`src/hdl/cht_pkg.sv`:
```
// Package for the chained hash table: opcodes, status codes, front and back state types.
// No dependencies.
`default_nettype none
package cht_pkg;
    localparam int BUCKETS_DEF    = 11;
    localparam int POOL_NODES_DEF = 64;
    localparam int KEY_W          = 31;
    localparam int BKT_W          = 4;

    localparam logic [1:0] OP_INSERT = 2'd0;
    localparam logic [1:0] OP_SEARCH = 2'd1;
    localparam logic [1:0] OP_DELETE = 2'd2;
    localparam logic [1:0] OP_UNUSED = 2'd3;

    localparam logic [1:0] ST_OK        = 2'd0;
    localparam logic [1:0] ST_NOT_FOUND = 2'd1;
    localparam logic [1:0] ST_FULL      = 2'd2;

    // Remainder unit state and back-end state.
    typedef enum logic [1:0] {
        FR_IDLE,
        FR_MUL,
        FR_DIV,
        FR_PUSH
    } front_state_t;

    typedef enum logic [2:0] {
        BK_IDLE,
        BK_HEAD,
        BK_READ,
        BK_CMP,
        BK_UNLINK,
        BK_DONE
    } back_state_t;
endpackage
`default_nettype wire

```
`src/hdl/cht_front.sv`:
```
// Front end: accepts items and computes key mod BUCKETS by reciprocal multiply.
// Depends on cht_pkg.
`default_nettype none
module cht_front import cht_pkg::*; #(
    parameter int BUCKETS = BUCKETS_DEF,
    parameter int HB_W    = $clog2(BUCKETS)
) (
    input  wire logic             aclk,
    input  wire logic             aresetn,
    input  wire logic             in_valid,
    output logic                  in_ready,
    input  wire logic [1:0]       in_op,
    input  wire logic [KEY_W-1:0] in_key,
    output logic                  q_valid,
    input  wire logic             q_ready,
    output logic [1:0]            q_op,
    output logic [KEY_W-1:0]      q_key,
    output logic [HB_W-1:0]       q_bucket
);
    // floor(2^KEY_W / BUCKETS): the quotient estimate is low by at most one
    localparam logic [KEY_W-1:0] RECIP = KEY_W'((64'd1 << KEY_W) / BUCKETS);
    localparam logic [KEY_W-1:0] BKT_K = KEY_W'(BUCKETS);
    localparam logic [HB_W:0]    BKT   = (HB_W + 1)'(BUCKETS);

    front_state_t       state_reg, state_next;
    logic [2*KEY_W-1:0] prod_reg;
    logic [KEY_W-1:0]   quot;
    logic [KEY_W-1:0]   diff;
    logic [HB_W:0]      rem_reg;
    logic [HB_W:0]      rem_fix;
    logic [1:0]         op_reg;
    logic [KEY_W-1:0]   key_reg;

    assign quot    = prod_reg[2*KEY_W-1:KEY_W];
    assign diff    = key_reg - quot * BKT_K;
    assign rem_fix = (rem_reg >= BKT) ? rem_reg - BKT : rem_reg;

    always_ff @(posedge aclk) begin
        if (!aresetn) begin
            state_reg <= FR_IDLE;
        end else begin
            state_reg <= state_next;
        end
        if (in_valid && in_ready) begin
            op_reg  <= in_op;
            key_reg <= in_key;
        end
        if (state_reg == FR_MUL) begin
            prod_reg <= (2*KEY_W)'(key_reg) * (2*KEY_W)'(RECIP);
        end
        // remainder is below twice BUCKETS here
        if (state_reg == FR_DIV) begin
            rem_reg <= diff[HB_W:0];
        end
    end

    always_comb begin
        state_next = state_reg;
        in_ready   = 1'b0;
        q_valid    = 1'b0;
        case (state_reg)
            FR_IDLE: begin
                in_ready = 1'b1;
                if (in_valid) begin
                    state_next = FR_MUL;
                end
            end
            FR_MUL: begin
                state_next = FR_DIV;
            end
            FR_DIV: begin
                state_next = FR_PUSH;
            end
            FR_PUSH: begin
                q_valid = 1'b1;
                if (q_ready) begin
                    state_next = FR_IDLE;
                end
            end
            default: state_next = FR_IDLE;
        endcase
    end

    assign q_op     = op_reg;
    assign q_key    = key_reg;
    assign q_bucket = rem_fix[HB_W-1:0];
endmodule
`default_nettype wire

```
`src/hdl/cht_queue.sv`:
```
// Two-entry queue between front and back end.
// Depends on cht_pkg.
`default_nettype none
module cht_queue import cht_pkg::*; #(
    parameter int W = 8
) (
    input  wire logic         aclk,
    input  wire logic         aresetn,
    input  wire logic         wr_valid,
    output logic              wr_ready,
    input  wire logic [W-1:0] wr_data,
    output logic              rd_valid,
    input  wire logic         rd_ready,
    output logic [W-1:0]      rd_data
);
    logic [W-1:0] mem_reg [2];
    logic         wp_reg, rp_reg;
    logic [1:0]   cnt_reg;
    logic         wr, rd;

    assign wr_ready = (cnt_reg != 2'd2);
    assign rd_valid = (cnt_reg != 2'd0);
    assign rd_data  = mem_reg[rp_reg];
    assign wr = wr_valid && wr_ready;
    assign rd = rd_valid && rd_ready;

    always_ff @(posedge aclk) begin
        if (!aresetn) begin
            wp_reg  <= 1'b0;
            rp_reg  <= 1'b0;
            cnt_reg <= 2'd0;
        end else begin
            if (wr) wp_reg <= ~wp_reg;
            if (rd) rp_reg <= ~rp_reg;
            cnt_reg <= cnt_reg + {1'b0, wr} - {1'b0, rd};
        end
        if (wr) mem_reg[wp_reg] <= wr_data;
    end
endmodule
`default_nettype wire

```
`src/hdl/cht_back.sv`:
```
// Back end: bucket heads, node pool memories, free stack and chain walk.
// Depends on cht_pkg.
`default_nettype none
module cht_back import cht_pkg::*; #(
    parameter int BUCKETS    = BUCKETS_DEF,
    parameter int POOL_NODES = POOL_NODES_DEF,
    parameter int HB_W       = $clog2(BUCKETS),
    parameter int N_W        = $clog2(POOL_NODES)
) (
    input  wire logic             aclk,
    input  wire logic             aresetn,
    input  wire logic             q_valid,
    output logic                  q_ready,
    input  wire logic [1:0]       q_op,
    input  wire logic [KEY_W-1:0] q_key,
    input  wire logic [HB_W-1:0]  q_bucket,
    output logic                  out_valid,
    input  wire logic             out_ready,
    output logic [1:0]            out_status,
    output logic [BKT_W-1:0]      out_bucket
);
    // links carry N_W+1 bits; the top bit set means null
    localparam int L_W = N_W + 1;
    localparam logic [L_W-1:0] NIL      = {1'b1, {N_W{1'b0}}};
    localparam logic [L_W-1:0] POOL_CNT = L_W'(POOL_NODES);

    back_state_t     state_reg, state_next;
    logic [L_W-1:0]  heads_reg [BUCKETS];
    logic [BUCKETS-1:0] hvalid_reg;
    logic [KEY_W-1:0] keys_mem [POOL_NODES];
    logic [L_W-1:0]  links_mem [POOL_NODES];
    logic [N_W-1:0]  free_mem [POOL_NODES];
    logic [L_W-1:0]  free_cnt_reg, free_cnt_next;
    // free stack below this fill mark reads as its reset value
    logic [L_W-1:0]  init_reg, init_next;

    logic [1:0]       op_reg, op_next;
    logic [KEY_W-1:0] key_reg, key_next;
    logic [HB_W-1:0]  bkt_reg, bkt_next;
    logic [L_W-1:0]   cur_reg, cur_next, prev_reg, prev_next;
    logic [KEY_W-1:0] rkey_reg;
    logic [L_W-1:0]   rlink_reg;
    logic [N_W-1:0]   rfree_reg;
    logic [L_W-1:0]   head_val;
    logic [1:0]       st_reg, st_next;
    logic             ov_reg, ov_next;

    logic             hw_en;  logic [L_W-1:0] hw_data;
    logic             lw_en;  logic [N_W-1:0] lw_addr; logic [L_W-1:0] lw_data;
    logic             kw_en;
    logic             fw_en;  logic [N_W-1:0] fw_addr; logic [N_W-1:0] fw_data;
    logic [N_W-1:0]   rd_addr, fr_addr;
    logic             fr_init;

    assign head_val = hvalid_reg[bkt_reg] ? heads_reg[bkt_reg] : NIL;

    always_ff @(posedge aclk) begin
        if (!aresetn) begin
            state_reg    <= BK_IDLE;
            hvalid_reg   <= '0;
            free_cnt_reg <= POOL_CNT;
            init_reg     <= POOL_CNT;
            ov_reg       <= 1'b0;
        end else begin
            state_reg    <= state_next;
            free_cnt_reg <= free_cnt_next;
            init_reg     <= init_next;
            ov_reg       <= ov_next;
            if (hw_en) hvalid_reg[bkt_reg] <= 1'b1;
        end
        if (hw_en) heads_reg[bkt_reg] <= hw_data;
        op_reg   <= op_next;
        key_reg  <= key_next;
        bkt_reg  <= bkt_next;
        cur_reg  <= cur_next;
        prev_reg <= prev_next;
        st_reg   <= st_next;
    end

    always_ff @(posedge aclk) begin
        if (kw_en) keys_mem[lw_addr] <= key_reg;
        if (lw_en) links_mem[lw_addr] <= lw_data;
        if (fw_en) free_mem[fw_addr] <= fw_data;
        rkey_reg  <= keys_mem[rd_addr];
        rlink_reg <= links_mem[rd_addr];
        rfree_reg <= fr_init ? N_W'(POOL_NODES - 1) - fr_addr : free_mem[fr_addr];
    end

    always_comb begin
        state_next    = state_reg;
        free_cnt_next = free_cnt_reg;
        init_next     = init_reg;
        op_next = op_reg; key_next = key_reg; bkt_next = bkt_reg;
        cur_next = cur_reg; prev_next = prev_reg;
        st_next = st_reg; ov_next = ov_reg;
        q_ready = 1'b0;
        hw_en = 1'b0; hw_data = '0;
        lw_en = 1'b0; kw_en = 1'b0; lw_addr = '0; lw_data = '0;
        fw_en = 1'b0; fw_addr = '0; fw_data = '0;
        rd_addr = cur_reg[N_W-1:0];
        fr_addr = free_cnt_reg[N_W-1:0] - 1'b1;
        fr_init = (free_cnt_reg <= init_reg);
        if (ov_reg && out_ready) ov_next = 1'b0;
        case (state_reg)
            BK_IDLE: begin
                q_ready = !ov_reg || out_ready;
                if (q_valid && q_ready) begin
                    op_next = q_op; key_next = q_key; bkt_next = q_bucket;
                    state_next = BK_HEAD;
                end
            end
            BK_HEAD: begin
                prev_next = NIL;
                cur_next  = head_val;
                st_next   = ST_NOT_FOUND;
                if (op_reg == OP_INSERT) begin
                    if (free_cnt_reg == '0) begin
                        st_next = ST_FULL;
                        state_next = BK_DONE;
                    end else begin
                        state_next = BK_READ; // free stack top read in flight
                    end
                end else if (op_reg == OP_SEARCH || op_reg == OP_DELETE) begin
                    state_next = (head_val[N_W]) ? BK_DONE : BK_READ;
                end else begin
                    state_next = BK_DONE;
                end
            end
            BK_READ: begin
                if (op_reg == OP_INSERT) begin
                    // pop node, write key and link, push at head
                    lw_addr = rfree_reg;
                    kw_en = 1'b1; lw_en = 1'b1; lw_data = head_val;
                    hw_en = 1'b1; hw_data = {1'b0, rfree_reg};
                    free_cnt_next = free_cnt_reg - 1'b1;
                    if (init_reg > free_cnt_next) init_next = free_cnt_next;
                    st_next = ST_OK;
                    state_next = BK_DONE;
                end else begin
                    state_next = BK_CMP;
                end
            end
            BK_CMP: begin
                if (rkey_reg == key_reg) begin
                    st_next = ST_OK;
                    state_next = (op_reg == OP_DELETE) ? BK_UNLINK : BK_DONE;
                end else if (rlink_reg[N_W]) begin
                    state_next = BK_DONE;
                end else begin
                    prev_next = cur_reg;
                    cur_next = rlink_reg;
                    state_next = BK_READ;
                end
            end
            BK_UNLINK: begin
                if (prev_reg[N_W]) begin
                    hw_en = 1'b1; hw_data = rlink_reg;
                end else begin
                    lw_en = 1'b1; lw_addr = prev_reg[N_W-1:0]; lw_data = rlink_reg;
                end
                fw_en = 1'b1;
                fw_addr = free_cnt_reg[N_W-1:0];
                fw_data = cur_reg[N_W-1:0];
                free_cnt_next = free_cnt_reg + 1'b1;
                state_next = BK_DONE;
            end
            BK_DONE: begin
                if (!ov_reg || out_ready) begin
                    ov_next = 1'b1;
                    state_next = BK_IDLE;
                end
            end
            default: state_next = BK_IDLE;
        endcase
    end

    logic [1:0]       ost_reg;
    logic [BKT_W-1:0] obkt_reg;
    always_ff @(posedge aclk) begin
        if (state_reg == BK_DONE && (!ov_reg || out_ready)) begin
            ost_reg  <= st_reg;
            obkt_reg <= BKT_W'(bkt_reg);
        end
    end
    assign out_valid  = ov_reg;
    assign out_status = ost_reg;
    assign out_bucket = obkt_reg;
endmodule
`default_nettype wire

```
`src/hdl/chained_hash_table.sv`:
```
// Top level of the chained hash table: front end, queue, back end.
// Depends on cht_pkg, cht_front, cht_queue, cht_back.
//
//  channel | dir | tdata fields (low bit up)
//  s_axis  | in  | op[1:0], key[32:2], zero pad to 40 bits
//  m_axis  | out | status[1:0], bucket[5:2], zero pad to 8 bits
//
// The front end steps through accept, multiply, remainder and push for each
// item, the push waiting for queue space. The back end reads the bucket head,
// then compares each chain node visited; an insert pops a free node, a delete unlinks.
// A two-entry queue lets the front end reduce the next key during a walk.
// Synchronous active-low reset; the free stack reads its reset contents
// through a fill mark, so no clearing pass is needed.
`default_nettype none
module chained_hash_table import cht_pkg::*; #(
    parameter int BUCKETS    = BUCKETS_DEF,
    parameter int POOL_NODES = POOL_NODES_DEF
) (
    input  wire logic        aclk,
    input  wire logic        aresetn,
    input  wire logic        s_tvalid,
    output logic             s_tready,
    input  wire logic [39:0] s_tdata,   // op[1:0], key[32:2]
    output logic             m_tvalid,
    input  wire logic        m_tready,
    output logic [7:0]       m_tdata    // status[1:0], bucket[5:2]
);
    localparam int HB_W = $clog2(BUCKETS);
    localparam int QW   = 2 + KEY_W + HB_W;

    logic             fq_valid, fq_ready, qb_valid, qb_ready;
    logic [1:0]       f_op;
    logic [KEY_W-1:0] f_key;
    logic [HB_W-1:0]  f_bkt;
    logic [QW-1:0]    qb_data;
    logic [1:0]       o_status;
    logic [BKT_W-1:0] o_bucket;

    cht_front #(.BUCKETS(BUCKETS), .HB_W(HB_W)) u_front (
        .aclk, .aresetn,
        .in_valid(s_tvalid), .in_ready(s_tready),
        .in_op(s_tdata[1:0]), .in_key(s_tdata[32:2]),
        .q_valid(fq_valid), .q_ready(fq_ready),
        .q_op(f_op), .q_key(f_key), .q_bucket(f_bkt)
    );

    cht_queue #(.W(QW)) u_queue (
        .aclk, .aresetn,
        .wr_valid(fq_valid), .wr_ready(fq_ready), .wr_data({f_bkt, f_key, f_op}),
        .rd_valid(qb_valid), .rd_ready(qb_ready), .rd_data(qb_data)
    );

    cht_back #(.BUCKETS(BUCKETS), .POOL_NODES(POOL_NODES), .HB_W(HB_W)) u_back (
        .aclk, .aresetn,
        .q_valid(qb_valid), .q_ready(qb_ready),
        .q_op(qb_data[1:0]), .q_key(qb_data[KEY_W+1:2]),
        .q_bucket(qb_data[QW-1:KEY_W+2]),
        .out_valid(m_tvalid), .out_ready(m_tready),
        .out_status(o_status), .out_bucket(o_bucket)
    );

    assign m_tdata = {2'b00, o_bucket, o_status};
endmodule
`default_nettype wire
```
`config.mk`:
```
export PLATFORM = sky130hd
export DESIGN_NAME = chained_hash_table
export DESIGN_NICKNAME = d
export VERILOG_FILES = /design/src/hdl/cht_pkg.sv /design/src/hdl/cht_front.sv /design/src/hdl/cht_queue.sv /design/src/hdl/cht_back.sv /design/src/hdl/chained_hash_table.sv
export SDC_FILE = /design/constraint.sdc
export NUM_CORES = 2
export LEC_CHECK = 0
export BUFFER_PORTS_ARGS = -buffer_cell sky130_fd_sc_hd__buf_2
export CORE_MARGIN = 5
export CORE_UTILIZATION = 54
export CTS_CLUSTER_SIZE = 12
export DETAILED_ROUTE_END_ITERATION = 8
export GPL_ROUTABILITY_DRIVEN = 0
export PLACE_DENSITY = 0.69
export SLEW_MARGIN = 30
export SYNTH_ARGS = -nofsm -noshare
export SYNTH_HDL_FRONTEND = slang
export SYNTH_SLANG_ARGS = --single-unit
export TNS_END_PERCENT = 100
```
`constraint.sdc`:
```
create_clock -name aclk -period 6.5 [get_ports aclk]
set_input_delay 1.3 -clock aclk [delete_from_list [all_inputs] [get_ports aclk]]
set_output_delay 1.3 -clock aclk [all_outputs]
set_load 0.01 [all_outputs]
```
Word level (Yosys, flattened, before mapping)
Memory sizes are Yosys's and may differ from the RTL's. A register that Yosys moved wholly into a read port is not among the register bits.
Cells that the tools add are included.
{"block": "totals", "regBits": 159, "ramBits": 2967, "wordCells": 155, "memories": 5}
{"block": "classes", "addsub": 8, "multipliers": 2, "magnitude_cmp": 5, "eq_ne": 20, "n_mux": 68, "bitwise": 3, "reduce_logical": 25}
{"name": "u_back.keys_mem", "depth": 64, "width": 31, "rd": 1, "rd_ports_with_merged_regs": 1, "write_ports": 1, "line": "cht_back.sv:30", "rtl": "logic [KEY_W-1:0] keys_mem [POOL_NODES];"}
{"name": "u_back.links_mem", "depth": 64, "width": 7, "rd": 1, "rd_ports_with_merged_regs": 1, "write_ports": 1, "line": "cht_back.sv:31", "rtl": "logic [L_W-1:0] links_mem [POOL_NODES];"}
{"name": "u_back.free_mem", "depth": 64, "width": 6, "rd": 1, "rd_ports_with_merged_regs": 0, "write_ports": 1, "line": "cht_back.sv:32", "rtl": "logic [N_W-1:0] free_mem [POOL_NODES];"}
{"name": "u_back.heads_reg", "depth": 11, "width": 7, "rd": 1, "rd_ports_with_merged_regs": 0, "write_ports": 1, "line": "cht_back.sv:28", "rtl": "logic [L_W-1:0] heads_reg [BUCKETS];"}
{"name": "u_queue.mem_reg", "depth": 2, "width": 37, "rd": 1, "rd_ports_with_merged_regs": 1, "write_ports": 1, "line": "cht_queue.sv:16", "rtl": "logic [W-1:0] mem_reg [2];"}
{"op": "one-hot mux 7 bit (2 select lines)", "n": 5}
{"op": "2-to-1 mux 7 bit", "n": 9}
{"op": "multiplier 31 x 27 -> 58 bit, second input constant", "n": 1}
{"op": "2-to-1 mux 6 bit", "n": 6}
{"op": "== test 31 bit", "n": 1}
{"op": "multiplier 28 x 4 -> 5 bit, second input constant", "n": 1}
{"op": "2-to-1 mux 3 bit", "n": 9}
{"op": "2-to-1 mux 1 bit", "n": 24}
{"op": "one-hot mux 3 bit (6 select lines)", "n": 1}
{"op": "2-to-1 mux 2 bit", "n": 6}
{"op": "one-hot mux 6 bit (2 select lines)", "n": 1}
{"op": "bitwise OR 11 bit", "n": 1}
{"op": "inequality test 2 bit, second input constant", "n": 5}
{"op": "AND reduction 3 bit", "n": 3}
{"op": "inequality test 2 x 1 -> 1 bit, second input constant", "n": 4}
{"op": "one-hot mux 2 bit (4 select lines)", "n": 1}
{"op": "AND reduction 2 bit", "n": 4}
{"op": "adder 7 x 1 -> 7 bit, second input constant", "n": 1}
{"op": "> comparator 7 bit", "n": 1}
{"op": "<= comparator 7 bit", "n": 1}
{"op": "logical AND 1 bit", "n": 7}
{"op": "zero test 7 bit", "n": 1}
{"op": "subtractor 7 x 1 -> 7 bit, second input constant", "n": 1}
{"op": "== test 2 bit, second input constant", "n": 3}
{"op": "25 further kinds", "n": 34}

Depth between registers and ports, before layout
{"block": "depth", "word_depth": 7, "depth_mapped": 19, "depth_no_buf": 19}

Modules after synthesis
Synthesis repeated with hierarchy kept, for this count alone.
{"block": "unflattened", "cells_unflattened": 6079, "area_unflattened_um2": 130622.8}
{"module": "cht_back", "n_inst": 1, "cells_each": 4849, "area_each_um2": 115961.2, "seq_area_each_um2": 90186.5}
{"module": "cht_front", "n_inst": 1, "cells_each": 1088, "area_each_um2": 11586.1, "seq_area_each_um2": 1331.3}
{"module": "cht_queue", "n_inst": 1, "cells_each": 139, "area_each_um2": 3056.7, "seq_area_each_um2": 2322.2}
{"module": "chained_hash_table", "n_inst": 1, "cells_each": 3, "area_each_um2": 18.8, "seq_area_each_um2": 0.0}

Least setup slack after synthesis
Ideal clock, no wire load.
{"block": "synth_path", "path_kind": "reg2reg", "startpoint": "register u_front.key_reg[2] (netlist: u_front.q_key[2])", "endpoint": "register u_front.prod_reg[34], data pin", "setup_ns": 0.268, "t_arrival_ns": 5.416, "t_required_ns": 6.232, "setup_slack_ns": 0.816, "stages_incl_launch_ff": 20, "n_path_buf": 0, "period_less_slack_ns": 5.684, "cell_sequence": "edfxtp_1 ha_1 xor2_1 ha_1 or2_2 fa_1 fa_1 fa_1 fa_1 inv_1 fa_1 inv_1 ha_1 and4_1 nand4_1 nor3_1 o211ai_1 a31oi_1 o21a_1 o211ai_1"}
{"block": "synth_between", "elab_chain_cells": 1}
{"item": "from (decl)", "line": "cht_front.sv:32", "rtl": "logic [KEY_W-1:0] key_reg;"}
{"item": "from (signal assigned)", "line": "cht_front.sv:46", "rtl": "key_reg <= in_key;"}
{"item": "multiplier 31 x 27 -> 58 bit", "line": "cht_front.sv:49", "rtl": "prod_reg <= (2*KEY_W)'(key_reg) * (2*KEY_W)'(RECIP);"}
{"item": "to (signal assigned)", "line": "cht_front.sv:49"}
{"item": "to (decl)", "line": "cht_front.sv:26", "rtl": "logic [2*KEY_W-1:0] prod_reg;"}
Every way passes these cells.
A chain may end at the register's enable or synchronous reset.

Worst setup path in the final report
{"block": "layout_path", "startpoint": "register u_front.key_reg[6] (netlist: u_front.q_key[6])", "endpoint": "register u_front.prod_reg[35], data pin"}
Same word-level chain as after synthesis.

==> impl_metrics.py <==
metrics = {
    "synthesis": {
        "synth-simple-area-share": 0.0150,
        "synth.distinct_cells": 61,
        "syn_area_per_cell_um2": 21.5,
        "synthCells": 6044,
        "yosysSeqAreaShare": 0.721,
        "synth-edff-count": 3069,
        "ys_ff_latch": 3148,
        "synth.area.mux_share": 0.168,
        "synth_compound_area_frac": 0.00780,
        "synth_fa_ha_area_frac": 0.0606,
        "syn-cell-area_um2": 130000,
        "synth_ff_type": "edfxtp_1",
        "synth_top_family_by_area": "multiplexers",
        "synth_warnings": 0,
        "synthXorXnorAreaFrac": 0.00572,
        "ys_async_sr_fraction": 0,
    },
    "die": {
        "initial_utilization": 0.542,
        "die-area_um2": 251000,
        "die_w_um": 501,
        "die_h_um": 501,
        "io_pins": 54,
        "num_rows": 180,
        "core_area_um2": 240000,
    },
    "cts": {
        "cts_resized": 0,
        "tritoncts": "built",
        "cts_root_buf": "clkbuf_16",
        "postCtsSetupRepairBufs": 0,
        "clock_latency_ns": 0.94,
        "postCtsHoldBufs": 0,
        "cts_buffers": 332,
        "h-tree-depth": 5,
        "clkTransAtPathRegs_ns": 0.06,
        "cts_buffer_depth": 4,
        "clock_sinks": 3148,
    },
    "cells_and_area": {
        "seqCellArea_um2": 93700,
        "largest_reg_flops": 1984,
        "reg_top3": "u_back.keys_mem (1984), u_back.links_mem (448), u_back.free_mem (384)",
        "most-common-layout-cells": "3069 x edfxtp_1, 934 x mux4_2, 476 x inv_1",
        "synthToLayoutAreaGrowth_pct": 11.7,
        "multiInputGateArea_um2": 34100,
        "largest_register": "u_back.keys_mem",
        "layout_commonest_cell": "edfxtp_1",
        "fillers": 16694,
        "fin_nets": 6927,
        "fin_cells": 9765,
        "fin_util": 0.605,
        "layout-drive-gt1-share": 0.263,
    },
    "timing": {
        "worst_pin_slew_ns": 1.01,
        "max_freq_mhz": 163,
        "setup_viol": 0,
        "skew_ns": 0.0484,
        "rsz0062_at_grt": "false",
        "period_share": 0.946,
        "whs_ns": 0.441,
        "final-hold-violation-count": 0,
        "slew_violations": 0,
        "tns_ns": 0,
        "slew_headroom": 0.321,
        "fin_crit_ns": 6.15,
    },
    "setup_path": {
        "crit_path_top_delay_cell": "fa_1",
        "timing.rr.start": "u_front.q_key[6]",
        "worstPathMaxFanout": 11,
        "crit_type": "flip-flop to flip-flop",
        "r2r_cells": 20,
        "regToRegEndpoint": "u_front.prod_reg[35]",
        "critPathArrivalTime_ns": 6.78,
        "crit_required_ns": 7.14,
        "crit_buf_inv": 5,
        "path_delay_family": "adder cells",
        "slowest_delay_ns": 0.55,
        "crit_top_cell": "fa_1",
        "worst_setup_path_start_kind": "flip-flop",
        "end_kind": "flip-flop",
        "crit_chain": "buf_4 -> fa_1 -> ha_1 -> inv_1 -> fa_1 -> fa_1 -> fa_1 -> inv_1 -> fa_1 -> inv_1 -> fa_1 -> inv_1 -> ha_1 -> and3_1 -> nand3_1 -> a211oi_1 -> nor3_1 -> nand3_1 -> a211oi_1 -> xnor2_1",
        "r2r_slack_ns": 0.35,
    },
    "hold_path": {
        "min_from": "u_back.st_reg[0]",
        "min_to": "u_back.out_status[0]",
        "hold_depth": 0,
        "hold_class": "flip-flop to flip-flop",
    },
    "global_routing": {
        "grt_pass1_wl_mm": 436,
        "grt_overflow_total": 0,
        "grt_max_degree": 152,
        "grt_use_total": 0.241,
        "grt_pass1_vias": 62952,
        "antenna_found_initial": 16,
    },
    "routing": {
        "drt_iter0_markers": 6681,
        "viasPerCell": 6.22,
        "drtAntennaViolNets": 0,
        "post_drt_wl_per_cell_um": 30.5,
        "vias": 60771,
        "drc": 0,
        "drt_first_pass_iters": 5,
        "wirelength_mm": 298,
    },
    "power": {
        "powerDensity_nw_per_um2": 551,
        "irDropWorstVdd_v": 0.00255,
        "leakagePower_nw": 46.8,
    },
    "placed_design": {
        "port_buffers": 44,
        "dp_hpwl_mm": 175,
        "dp.cells": 9234,
    },
    "job": {
        "maxCapViolCount": 0,
    },
    "status": {
        "status": "finished, final reports clean",
    },
}
layer usage:
layer	routed length (um)	part of all wire	vias to the layer above	GRT usage
li1	-	-	25038	-
met2	146000	0.49	2833	0.385
met1	114000	0.38	32381	0.339
met3	28400	0.095	513	0.0528
met5	40	0.00013	-	0
met4	9600	0.032	6	0.0746
how the worst max path moves through the flow:
stage / from / to / slack [ns] / cells past startpoint
global placement: u_front.q_key[4] / u_front.prod_reg[35] / 0.24 / 20
CTS: u_front.q_key[4] / u_front.prod_reg[35] / 0.20 / 19
global route: u_front.q_key[9] / u_front.prod_reg[35] / 0.09 / 19
finish: u_front.q_key[6] / u_front.prod_reg[35] / 0.35 / 20
floorplan: u_front.q_key[2] / u_front.prod_reg[34] / 0.82 / 19
detailed placement: u_front.q_key[4] / u_front.prod_reg[35] / 0.21 / 19
per-stage QoR:
| step | setup slack, ns | area (um2) | total power [mW] |
|---|---|---|---|
| after floorplan | 0.816 | 130000 | 53.7 |
| after global placement | 0.235 | 136000 | 63.7 |
| after detailed placement | 0.213 | 136000 | 64.2 |
| after CTS | 0.199 | 145000 | 81.2 |
| after global routing | 0.0874 | 145000 | 85.7 |
| final | 0.354 | 145000 | 80.1 |
synth_stat cells, types with 3 or more instances:
| master | instances | area, um2 |
|---|---|---|
| o21a_1 | 19 | 143 |
| xnor2_1 | 43 | 377 |
| dfxtp_1 | 79 | 1580 |
| a211oi_1 | 16 | 120 |
| nor2_1 | 243 | 912 |
| nand4_1 | 13 | 81.3 |
| fa_1 | 231 | 4620 |
| and4_1 | 3 | 26.3 |
| a22oi_1 | 8 | 60.1 |
| buf_1 | 37 | 139 |
| nor4_1 | 10 | 62.6 |
| o221ai_1 | 4 | 35.0 |
| a21o_1 | 8 | 60.1 |
| and2_1 | 17 | 106 |
| nand3_1 | 24 | 120 |
| a21oi_1 | 28 | 140 |
| mux2_2 | 48 | 541 |
| nand2b_1 | 12 | 75.1 |
| buf_2 | 79 | 395 |
| mux2i_1 | 24 | 240 |
| clkbuf_1 | 128 | 480 |
| o211ai_1 | 5 | 37.5 |
| inv_1 | 476 | 1790 |
| buf_4 | 4 | 30.0 |
| mux4_2 | 934 | 21000 |
| o21ai_0 | 15 | 75.1 |
| nand2_1 | 57 | 214 |
| a22o_1 | 14 | 123 |
| or2_2 | 4 | 25.0 |
| o31ai_1 | 4 | 30.0 |
| nor2b_1 | 17 | 106 |
| and3_1 | 11 | 68.8 |
| a31oi_1 | 4 | 25.0 |
| o2111ai_1 | 3 | 26.3 |
| edfxtp_1 | 3069 | 92200 |
| buf_6 | 8 | 90.1 |
| nor3_1 | 15 | 75.1 |
| ha_1 | 260 | 3250 |
| xor2_1 | 42 | 368 |
worst reg2reg max path, cell delays in order, from the launching register on:
cell      delay [ns]
edfxtp_1        0.45
buf_4           0.25
fa_1            0.45
ha_1            0.28
inv_1           0.05
fa_1            0.55
fa_1            0.46
fa_1            0.55
inv_1           0.05
fa_1            0.47
inv_1           0.05
fa_1            0.49
inv_1           0.05
ha_1            0.27
and3_1          0.19
nand3_1         0.20
a211oi_1        0.07
nor3_1          0.24
nand3_1         0.30
a211oi_1        0.35
xnor2_1         0.11
layout make-up:
class / instances / share of cell area
sequential: 3148 / 0.645
timing repair buffer: 269 / 0.0162
antenna: 6 / 0.000103
tap: 3185 / 0.0274
inverter: 477 / 0.0123
clock inverter: 75 / 0.00326
clock buffer: 441 / 0.0613
multi-input combinational: 2164 / 0.234
power by group:
part / internal (mW) / switching (mW) / total (mW)
sequential: 24.5 / 0.479 / 25.0
clock: 9.66 / 7.20 / 16.9
combinational: 16.5 / 21.7 / 38.2
total: 50.6 / 29.4 / 80.1
logic make-up after synthesis:
kind of cell / Yosys count
flops: 3148
mux: 1006
buf+inv: 733
fa+ha+maj: 491
simple gates: 436
compound gates: 144
xor+xnor: 85
other cells: 1
Power figures use the tool's default switching activity.
